File: src/rtl/core/ufd_pkg.sv
// Shared types and constants for the form-encoded body decoder.
`default_nettype none
package ufd_pkg;

	localparam int DATETIME_LEN = 24;
	localparam int VLEN_W = $clog2(DATETIME_LEN + 2);
	localparam logic [VLEN_W-1:0] VLEN_MAX = VLEN_W'(DATETIME_LEN + 1);
	localparam logic [VLEN_W-1:0] VLEN_DT = VLEN_W'(DATETIME_LEN);

	localparam logic [1:0] KIND_NAME  = 2'd0;
	localparam logic [1:0] KIND_VALUE = 2'd1;
	localparam logic [1:0] KIND_END   = 2'd2;

	localparam logic [3:0] VT_DROPPED  = 4'd0;
	localparam logic [3:0] VT_EMPTY    = 4'd1;
	localparam logic [3:0] VT_STRING   = 4'd2;
	localparam logic [3:0] VT_TRUE     = 4'd3;
	localparam logic [3:0] VT_FALSE    = 4'd4;
	localparam logic [3:0] VT_NULL     = 4'd5;
	localparam logic [3:0] VT_INT      = 4'd6;
	localparam logic [3:0] VT_DOUBLE   = 4'd7;
	localparam logic [3:0] VT_DATETIME = 4'd8;
	localparam logic [3:0] VT_BADSTR   = 4'd9;
	localparam logic [3:0] VT_UNKNOWN  = 4'd10;

	localparam logic [7:0] CH_AMP   = 8'h26;
	localparam logic [7:0] CH_EQ    = 8'h3D;
	localparam logic [7:0] CH_PCT   = 8'h25;
	localparam logic [7:0] CH_PLUS  = 8'h2B;
	localparam logic [7:0] CH_SPACE = 8'h20;
	localparam logic [7:0] CH_BSL   = 8'h5C;
	localparam logic [7:0] CH_QUOTE = 8'h22;
	localparam logic [7:0] CH_DOT   = 8'h2E;
	localparam logic [7:0] CH_T_UP  = 8'h54;
	localparam logic [7:0] CH_T     = 8'h74;
	localparam logic [7:0] CH_R     = 8'h72;
	localparam logic [7:0] CH_U     = 8'h75;
	localparam logic [7:0] CH_E     = 8'h65;
	localparam logic [7:0] CH_F     = 8'h66;
	localparam logic [7:0] CH_N     = 8'h6E;
	localparam logic [7:0] CH_0     = 8'h30;
	localparam logic [7:0] CH_9     = 8'h39;

	localparam int MAX_RES = 3;

	typedef struct packed {
		logic [7:0] body_byte;
		logic       body_end;
	} body_t;

	typedef struct packed {
		logic [1:0] item_kind;
		logic [7:0] data_byte;
		logic [3:0] value_type;
		logic       body_done;
		logic       run_last;
	} result_t;

	// results of one body byte, slot 0 goes out first
	typedef struct packed {
		logic [1:0]  cnt;
		result_t [MAX_RES-1:0] res;
	} res_set_t;

	typedef struct packed {
		logic              in_value;
		logic [1:0]        hex_phase;
		logic [3:0]        high_nibble;
		logic              bs_held;
		logic [VLEN_W-1:0] vlen;
		logic [7:0]        first_char;
		logic [7:0]        char_at_ten;
		logic              saw_dot;
		logic [7:0]        final_char;
		logic              true_match;
	} seg_t;

	localparam seg_t SEG_RESET = '{
		in_value: 1'b0, hex_phase: 2'd0, high_nibble: 4'd0, bs_held: 1'b0,
		vlen: '0, first_char: 8'd0, char_at_ten: 8'd0, saw_dot: 1'b0,
		final_char: 8'd0, true_match: 1'b1
	};

endpackage
`default_nettype wire

File: src/rtl/core/url_form_field_decoder.sv
// Top level of the streaming form-encoded body decoder.
// Takes one body byte per item and returns name bytes, percent-decoded and
// unquoted value bytes, and a typed segment end for each '&' or body end.
// A byte is registered, decoded in one pass, and its results (zero to three)
// land in a result register that drives one result per cycle while
// result_stall is low, so the first result of a byte is offered after the
// input register and then the result register. A byte with several results
// stalls the input until the result register is down to its last entry and
// that entry leaves. A byte with no result (the first '=', '%', a first escape
// digit, a held backslash) holds nothing up. No clearing pass after reset.
`default_nettype none
module url_form_field_decoder (
	input  wire logic             clk,
	input  wire logic             arst_n,
	input  wire logic             body_valid,
	output logic                  body_stall,
	input  wire ufd_pkg::body_t   body,
	output logic                  result_valid,
	input  wire logic             result_stall,
	output ufd_pkg::result_t      result
);
	import ufd_pkg::*;

	body_t    body_s1;
	logic     valid_s1;
	logic     free;
	logic     take;
	res_set_t res_set;

	assign take       = valid_s1 && free;
	assign body_stall = valid_s1 && !take;

	always_ff @(posedge clk or negedge arst_n) begin
		if (!arst_n) begin
			valid_s1 <= 1'b0;
		end else if (!body_stall) begin
			valid_s1 <= body_valid;
		end
	end

	always_ff @(posedge clk) begin
		if (body_valid && !body_stall) begin
			body_s1 <= body;
		end
	end

	ufd_step u_step (
		.clk     (clk),
		.arst_n  (arst_n),
		.take    (take),
		.body_s1 (body_s1),
		.res_set (res_set)
	);

	ufd_resq u_resq (
		.clk          (clk),
		.arst_n       (arst_n),
		.load         (take),
		.res_set      (res_set),
		.free         (free),
		.result_valid (result_valid),
		.result_stall (result_stall),
		.result       (result)
	);

endmodule
`default_nettype wire

File: src/rtl/core/ufd_step.sv
// Segment state and the per-byte decode that builds up to three results.
`default_nettype none
module ufd_step (
	input  wire logic            clk,
	input  wire logic            arst_n,
	input  wire logic            take,
	input  wire ufd_pkg::body_t  body_s1,
	output ufd_pkg::res_set_t    res_set
);
	import ufd_pkg::*;

	localparam logic [VLEN_W-1:0] IDX_TEN  = VLEN_W'(10);
	localparam logic [VLEN_W-1:0] IDX_FOUR = VLEN_W'(4);
	localparam logic [VLEN_W-1:0] IDX_ONE  = VLEN_W'(1);

	seg_t              st_q;
	seg_t              s;
	logic [1:0]        n;
	result_t [MAX_RES-1:0] res;
	logic [7:0]        d;
	logic              has_d;
	logic [7:0]        b;
	logic              is_amp;

	function automatic logic [3:0] hexv(input logic [7:0] c);
		logic [3:0] v;
		v = 4'd0;
		if (c >= 8'h30 && c <= 8'h39) v = 4'(c - 8'h30);
		else if (c >= 8'h61 && c <= 8'h66) v = 4'(c - 8'h57);
		else if (c >= 8'h41 && c <= 8'h46) v = 4'(c - 8'h37);
		return v;
	endfunction

	function automatic logic [7:0] true_char(input logic [1:0] i);
		logic [7:0] c;
		case (i)
			2'd0:    c = CH_T;
			2'd1:    c = CH_R;
			2'd2:    c = CH_U;
			default: c = CH_E;
		endcase
		return c;
	endfunction

	function automatic seg_t emit_v(input seg_t si, input logic [7:0] u);
		seg_t so;
		so = si;
		if (si.vlen == '0) so.first_char = u;
		if (si.vlen == IDX_TEN) so.char_at_ten = u;
		so.final_char = u;
		if (u == CH_DOT) so.saw_dot = 1'b1;
		if (si.vlen >= IDX_FOUR || true_char(si.vlen[1:0]) != u) so.true_match = 1'b0;
		if (si.vlen < VLEN_MAX) so.vlen = si.vlen + IDX_ONE;
		return so;
	endfunction

	function automatic logic [3:0] resolve(input seg_t si);
		logic [3:0] t;
		if (!si.in_value) t = VT_DROPPED;
		else if (si.vlen == '0) t = VT_EMPTY;
		else if (si.first_char == CH_QUOTE)
			t = (si.vlen == IDX_ONE || si.final_char != CH_QUOTE) ? VT_BADSTR : VT_STRING;
		else if (si.first_char == CH_T || si.first_char == CH_F)
			t = (si.true_match && si.vlen == IDX_FOUR) ? VT_TRUE : VT_FALSE;
		else if (si.first_char == CH_N) t = VT_NULL;
		else if (si.first_char >= CH_0 && si.first_char <= CH_9) begin
			if (si.vlen == VLEN_DT && si.char_at_ten == CH_T_UP) t = VT_DATETIME;
			else t = si.saw_dot ? VT_DOUBLE : VT_INT;
		end else t = VT_UNKNOWN;
		return t;
	endfunction

	function automatic result_t mk(input logic [1:0] k, input logic [7:0] v,
			input logic [3:0] t, input logic dn);
		result_t r;
		r.item_kind  = k;
		r.data_byte  = v;
		r.value_type = t;
		r.body_done  = dn;
		r.run_last   = 1'b0;
		return r;
	endfunction

	always_comb begin
		s      = st_q;
		n      = 2'd0;
		res    = '0;
		d      = 8'd0;
		has_d  = 1'b0;
		b      = body_s1.body_byte;
		is_amp = (b == CH_AMP);

		if (!is_amp) begin
			if (!s.in_value) begin
				if (b == CH_EQ) s.in_value = 1'b1;
				else begin
					res[n] = mk(KIND_NAME, b, VT_DROPPED, 1'b0);
					n = n + 2'd1;
				end
			end else if (s.hex_phase == 2'd1) begin
				s.high_nibble = hexv(b);
				s.hex_phase   = 2'd2;
			end else begin
				if (s.hex_phase == 2'd2) begin
					s.hex_phase = 2'd0;
					d = {s.high_nibble, hexv(b)};
					has_d = 1'b1;
				end else if (b == CH_PCT) begin
					s.hex_phase = 2'd1;
				end else if (b == CH_PLUS) begin
					d = CH_SPACE;
					has_d = 1'b1;
				end else begin
					d = b;
					has_d = 1'b1;
				end
				// unquote stage
				if (has_d) begin
					if (s.bs_held) begin
						s.bs_held = 1'b0;
						if (d != CH_BSL && d != CH_QUOTE) begin
							s = emit_v(s, CH_BSL);
							res[n] = mk(KIND_VALUE, CH_BSL, VT_DROPPED, 1'b0);
							n = n + 2'd1;
						end
						s = emit_v(s, d);
						res[n] = mk(KIND_VALUE, d, VT_DROPPED, 1'b0);
						n = n + 2'd1;
					end else if (d == CH_BSL) begin
						s.bs_held = 1'b1;
					end else begin
						s = emit_v(s, d);
						res[n] = mk(KIND_VALUE, d, VT_DROPPED, 1'b0);
						n = n + 2'd1;
					end
				end
			end
		end

		if (is_amp || body_s1.body_end) begin
			// a backslash still held goes out before the segment end
			if (s.in_value && s.bs_held) begin
				s.bs_held = 1'b0;
				s = emit_v(s, CH_BSL);
				res[n] = mk(KIND_VALUE, CH_BSL, VT_DROPPED, 1'b0);
				n = n + 2'd1;
			end
			res[n] = mk(KIND_END, 8'd0, resolve(s), body_s1.body_end && !is_amp);
			n = n + 2'd1;
			s = SEG_RESET;
		end

		// body ending in '&': an empty segment without '=' follows
		if (is_amp && body_s1.body_end) begin
			res[n] = mk(KIND_END, 8'd0, VT_DROPPED, 1'b1);
			n = n + 2'd1;
		end

		if (n != 2'd0) res[n - 2'd1].run_last = 1'b1;

		res_set.cnt = n;
		res_set.res = res;
	end

	always_ff @(posedge clk or negedge arst_n) begin
		if (!arst_n) begin
			st_q <= SEG_RESET;
		end else if (take) begin
			st_q <= s;
		end
	end

endmodule
`default_nettype wire

File: src/rtl/core/ufd_resq.sv
// Result register: holds one byte's results, hands out one per unstalled cycle.
`default_nettype none
module ufd_resq (
	input  wire logic              clk,
	input  wire logic              arst_n,
	input  wire logic              load,
	input  wire ufd_pkg::res_set_t res_set,
	output logic                   free,
	output logic                   result_valid,
	input  wire logic              result_stall,
	output ufd_pkg::result_t       result
);
	import ufd_pkg::*;

	logic [1:0]            cnt_q;
	result_t [MAX_RES-1:0] ent_q;
	logic                  pop;

	assign result_valid = (cnt_q != 2'd0);
	assign result       = ent_q[0];
	assign pop          = result_valid && !result_stall;
	// empty now, or the last entry leaves this cycle
	assign free         = (cnt_q == 2'd0) || (cnt_q == 2'd1 && pop);

	always_ff @(posedge clk or negedge arst_n) begin
		if (!arst_n) begin
			cnt_q <= 2'd0;
		end else if (load) begin
			cnt_q <= res_set.cnt;
		end else if (pop) begin
			cnt_q <= cnt_q - 2'd1;
		end
	end

	always_ff @(posedge clk) begin
		if (load) begin
			ent_q <= res_set.res;
		end else if (pop) begin
			ent_q[0] <= ent_q[1];
			ent_q[1] <= ent_q[2];
		end
	end

endmodule
`default_nettype wire

File: config.mk
export PLATFORM = sky130hd
export DESIGN_NAME = url_form_field_decoder
export DESIGN_NICKNAME = d
export VERILOG_FILES = /design/src/rtl/core/ufd_pkg.sv /design/src/rtl/core/url_form_field_decoder.sv /design/src/rtl/core/ufd_step.sv /design/src/rtl/core/ufd_resq.sv
export SDC_FILE = /design/constraint.sdc
export NUM_CORES = 1
export LEC_CHECK = 0
export ABC_AREA = 0
export ABC_CLOCK_PERIOD_IN_PS = 6050
export BUFFER_PORTS_ARGS = -buffer_cell sky130_fd_sc_hd__buf_4
export CAP_MARGIN = 20
export CORE_UTILIZATION = 55
export CTS_CLUSTER_SIZE = 16
export DETAILED_ROUTE_END_ITERATION = 7
export PLACE_DENSITY_LB_ADDON = 0.2
export SKIP_CTS_REPAIR_TIMING = 1
export SLEW_MARGIN = 15
export SYNTH_ARGS = -nofsm -noshare
export SYNTH_HDL_FRONTEND = slang
export SYNTH_SLANG_ARGS = --single-unit
File: constraint.sdc
create_clock -name clk -period 6.05 [get_ports clk]
set_input_delay 0.605 -clock clk [delete_from_list [all_inputs] [get_ports clk]]
set_output_delay 0.605 -clock clk [all_outputs]
set_load 0.05 [all_outputs]
==> impl_results.md <==
* Status: complete, no violations
* Leak at 0.00307 uW
* IO buf count at 30
* Syn. warnings at 0
* Initial antenna violation count at 0
* Max Cap Violations at 0
* Non-Filler Instances at 1,035
* CTS Buffer Depth at 2
* Wire length per cell at 21.7 um
* Critical path startpoint category: flop
* Post-detail-place hpwl at ~16,000 um
* DIE HEIGHT at 117 um
* Fin crit period at 5730 ps
* First-pass GRT wire length at 35,100 um
* Largest net degree at the start of global routing at 53
* Pwr per Cell Area at 345 mW/mm2
* DRC viols at 0
* Critical path type: reg -> reg
* Number of global-route vias before repair at 6,478
* Slew headroom at 0.427
* FP Rows at 41
* Syn Inst Count at 850
* Placed cells at 1,015
* RR Startpoint: body_s1[1]$_DFFE_PP_
* Worst-path clk slew at 70 ps
* Initial Util at 0.571
* #FFs+latches synth at 91
* # setup viols final at 0
* H-tree depth at 3
* Met1 Routed Length at 9570 um
* Routed WL at 22,400 um
* Setup TNS at 0 ps
* Met3 WL at ~1600 um
* Area delta synth->final at 11.0%
* Ant diodes at 0
* Syn Std Cell Area at 0.00729 mm2
* Total power at ~2800 uW
* WL met2 at 10,400 um
* Die Span X at 117 um
* CTS Buf Count at 9
* Post-synth ARST share at 0.462
* Clock Skews at about 9.6 ps
* Crit path DAT at between 5000 and 6000 ps
* Initial DRC Count at roughly 790
* I/O Pins at 31
* Worst setup EP type: flop
* Worst VDD drop at 0.307 mV
* CP max FO at 7
* Vias at around 7,000
* EDFF count, synth at 49
* Mapped Nets at a little under 900
* Clock sink count at 91
* Fillers at 1,074
* Top layer in use: met4
* Synth Flop Type: edfxtp_1
* CTS tree: built
* RePlAce Congestion at 0.931
* Crit path launch: body_s1[1]$_DFFE_PP_
* Worst-Skew Late Latency at between 300 and 400 ps
* Synth cell types at 92
* WP data required at 6220 ps
* Maximum clock rate at approximately 170 MHz
* Synthesized area per cell at 8.58 um2
* Layout Nets at about 900
* Antenna-violating nets left at 0
* Routed vias/inst at 6.76
* Die ar. at 0.0137 mm2
* DR pass1 iterations at 5
* Area of the core at ~0.013 mm2
* Final Max Slew Viols at 0
* Total grt overflow at 0
* Ratio of final minimum period to clock period at 0.946
* Worst Max-Slew Pin Slew at approximately 860 ps
* CTS root buffer: clkbuf_16
* Fraction of layout cells with a size suffix above 1 at 0.159
* Sequential-to-total area share from yosys stat at 0.346
* Hold WC Path Type: in -> async
* Fin. Hold Viols at 0
* GR Util All Layers at 0.340
state kept, by name, indices dropped and copies added, names as in the netlist:
name           flops
body_s1            9
u_resq.cnt_q       2
u_resq.ent_q      24
u_resq.result     16
u_step.st_q       39
valid_s1           1
layout make-up:
type	instances	area (um2)	area share
clock buffer	9	225	0.0278
tap	172	215	0.0266
inverter	37	139	0.0172
clock inverter	7	98.8	0.0122
sequential	91	2520	0.312
multi-input combinational	652	4380	0.542
timing repair buffer	67	503	0.0622
cell usage after synthesis (all sizes together), types with 16 or more instances:
cell,count,area (um2)
o21ai,77,389
edfxtp,49,1470
nor3,16,80.1
nand2,89,334
nand2b,18,113
clkbuf,43,161
a21oi,50,277
nor2,56,213
buf,27,191
ha,28,350
dfrtp,41,1030
nand3,30,163
inv,36,135
power breakdown:
group | switching, uW | internal [uW]
registers | 82.6 | 903
logic | 833 | 346
clock network | 257 | 365
total | 1170 | 1610
path summary, 6_finish.rpt:
kind / end / slack, ps / depth (start not counted)
setup / recovery: u_resq.result[2]$_DFFE_PP_ / 320 / 24
hold / removal: u_step.st_q[38]$_DFFE_PN0P_ / 240 / 1
setup reg to reg: u_resq.result[2]$_DFFE_PP_ / 320 / 24
hold reg to reg: u_step.st_q[6]$_DFFE_PN0P_ / 490 / 2
max in group asynchronous: u_step.st_q[24]$_DFFE_PN0P_ / 5400 / 1
min in group clk: body_s1[1]$_DFFE_PP_ / 420 / 1
through the flow:
step	utilization	worst slack, ps	instance area, um2	hold slack, ps
floorplan	-	527	7290	309
global placement	0.598	323	7630	456
detailed placement	0.598	213	7630	469
CTS	0.623	174	7960	256
global route	0.633	-38.1	8090	283
finish	0.633	325	8090	236
routing by layer:
metal	vias to the layer above	GRT usage
li1	3217	-
met1	3395	0.455
met2	322	0.542
met3	63	0.0592
met4	0	0.151
met5	-	0
cell usage in the layout, fill, tap and decap left out, types with 11 or more instances in the layout:
cell type   n
nand2b_1   17
o22ai_1    12
and2_1     11
ha_1       28
nand3_1    29
inv_1      36
o21ai_0    72
nand2_1    89
a22o_1     11
a21oi_1    46
dfrtp_1    41
nor2_1     54
nand4_1    11
nor3_1     15
buf_4      67
edfxtp_1   49
o211ai_1   13
worst max-delay path, stage by stage, from the launching register on:
cell and delay, ps:
edfxtp_1 440, inv_1 170, ha_1 270, nor3b_1 150, or4_4 460, or3_4 420, o211ai_1 300, nor3_1 100
o21ai_1 180, nand2_1 70, a21boi_2 190, inv_1 70, ha_1 190, and4b_1 230, inv_1 60, nor3b_1 210
buf_4 180, o21ai_0 110, a311o_1 390, buf_4 160, xnor2_1 150, nand4_1 140, nor4_2 490, a211oi_4 70
o31ai_1 290
kinds of logic after synthesis:
kind of cell	Yosys count	synth area share
xor gates and xnor gates	7	0.00841
AOI/OAI and AO/OA	298	0.287
and+or+nand+nor	304	0.221
DFF	91	0.346
adders and majority gates	28	0.0481
muxes	15	0.0215
buffers and inverters	107	0.0675
Power figures use the tool's default switching activity.
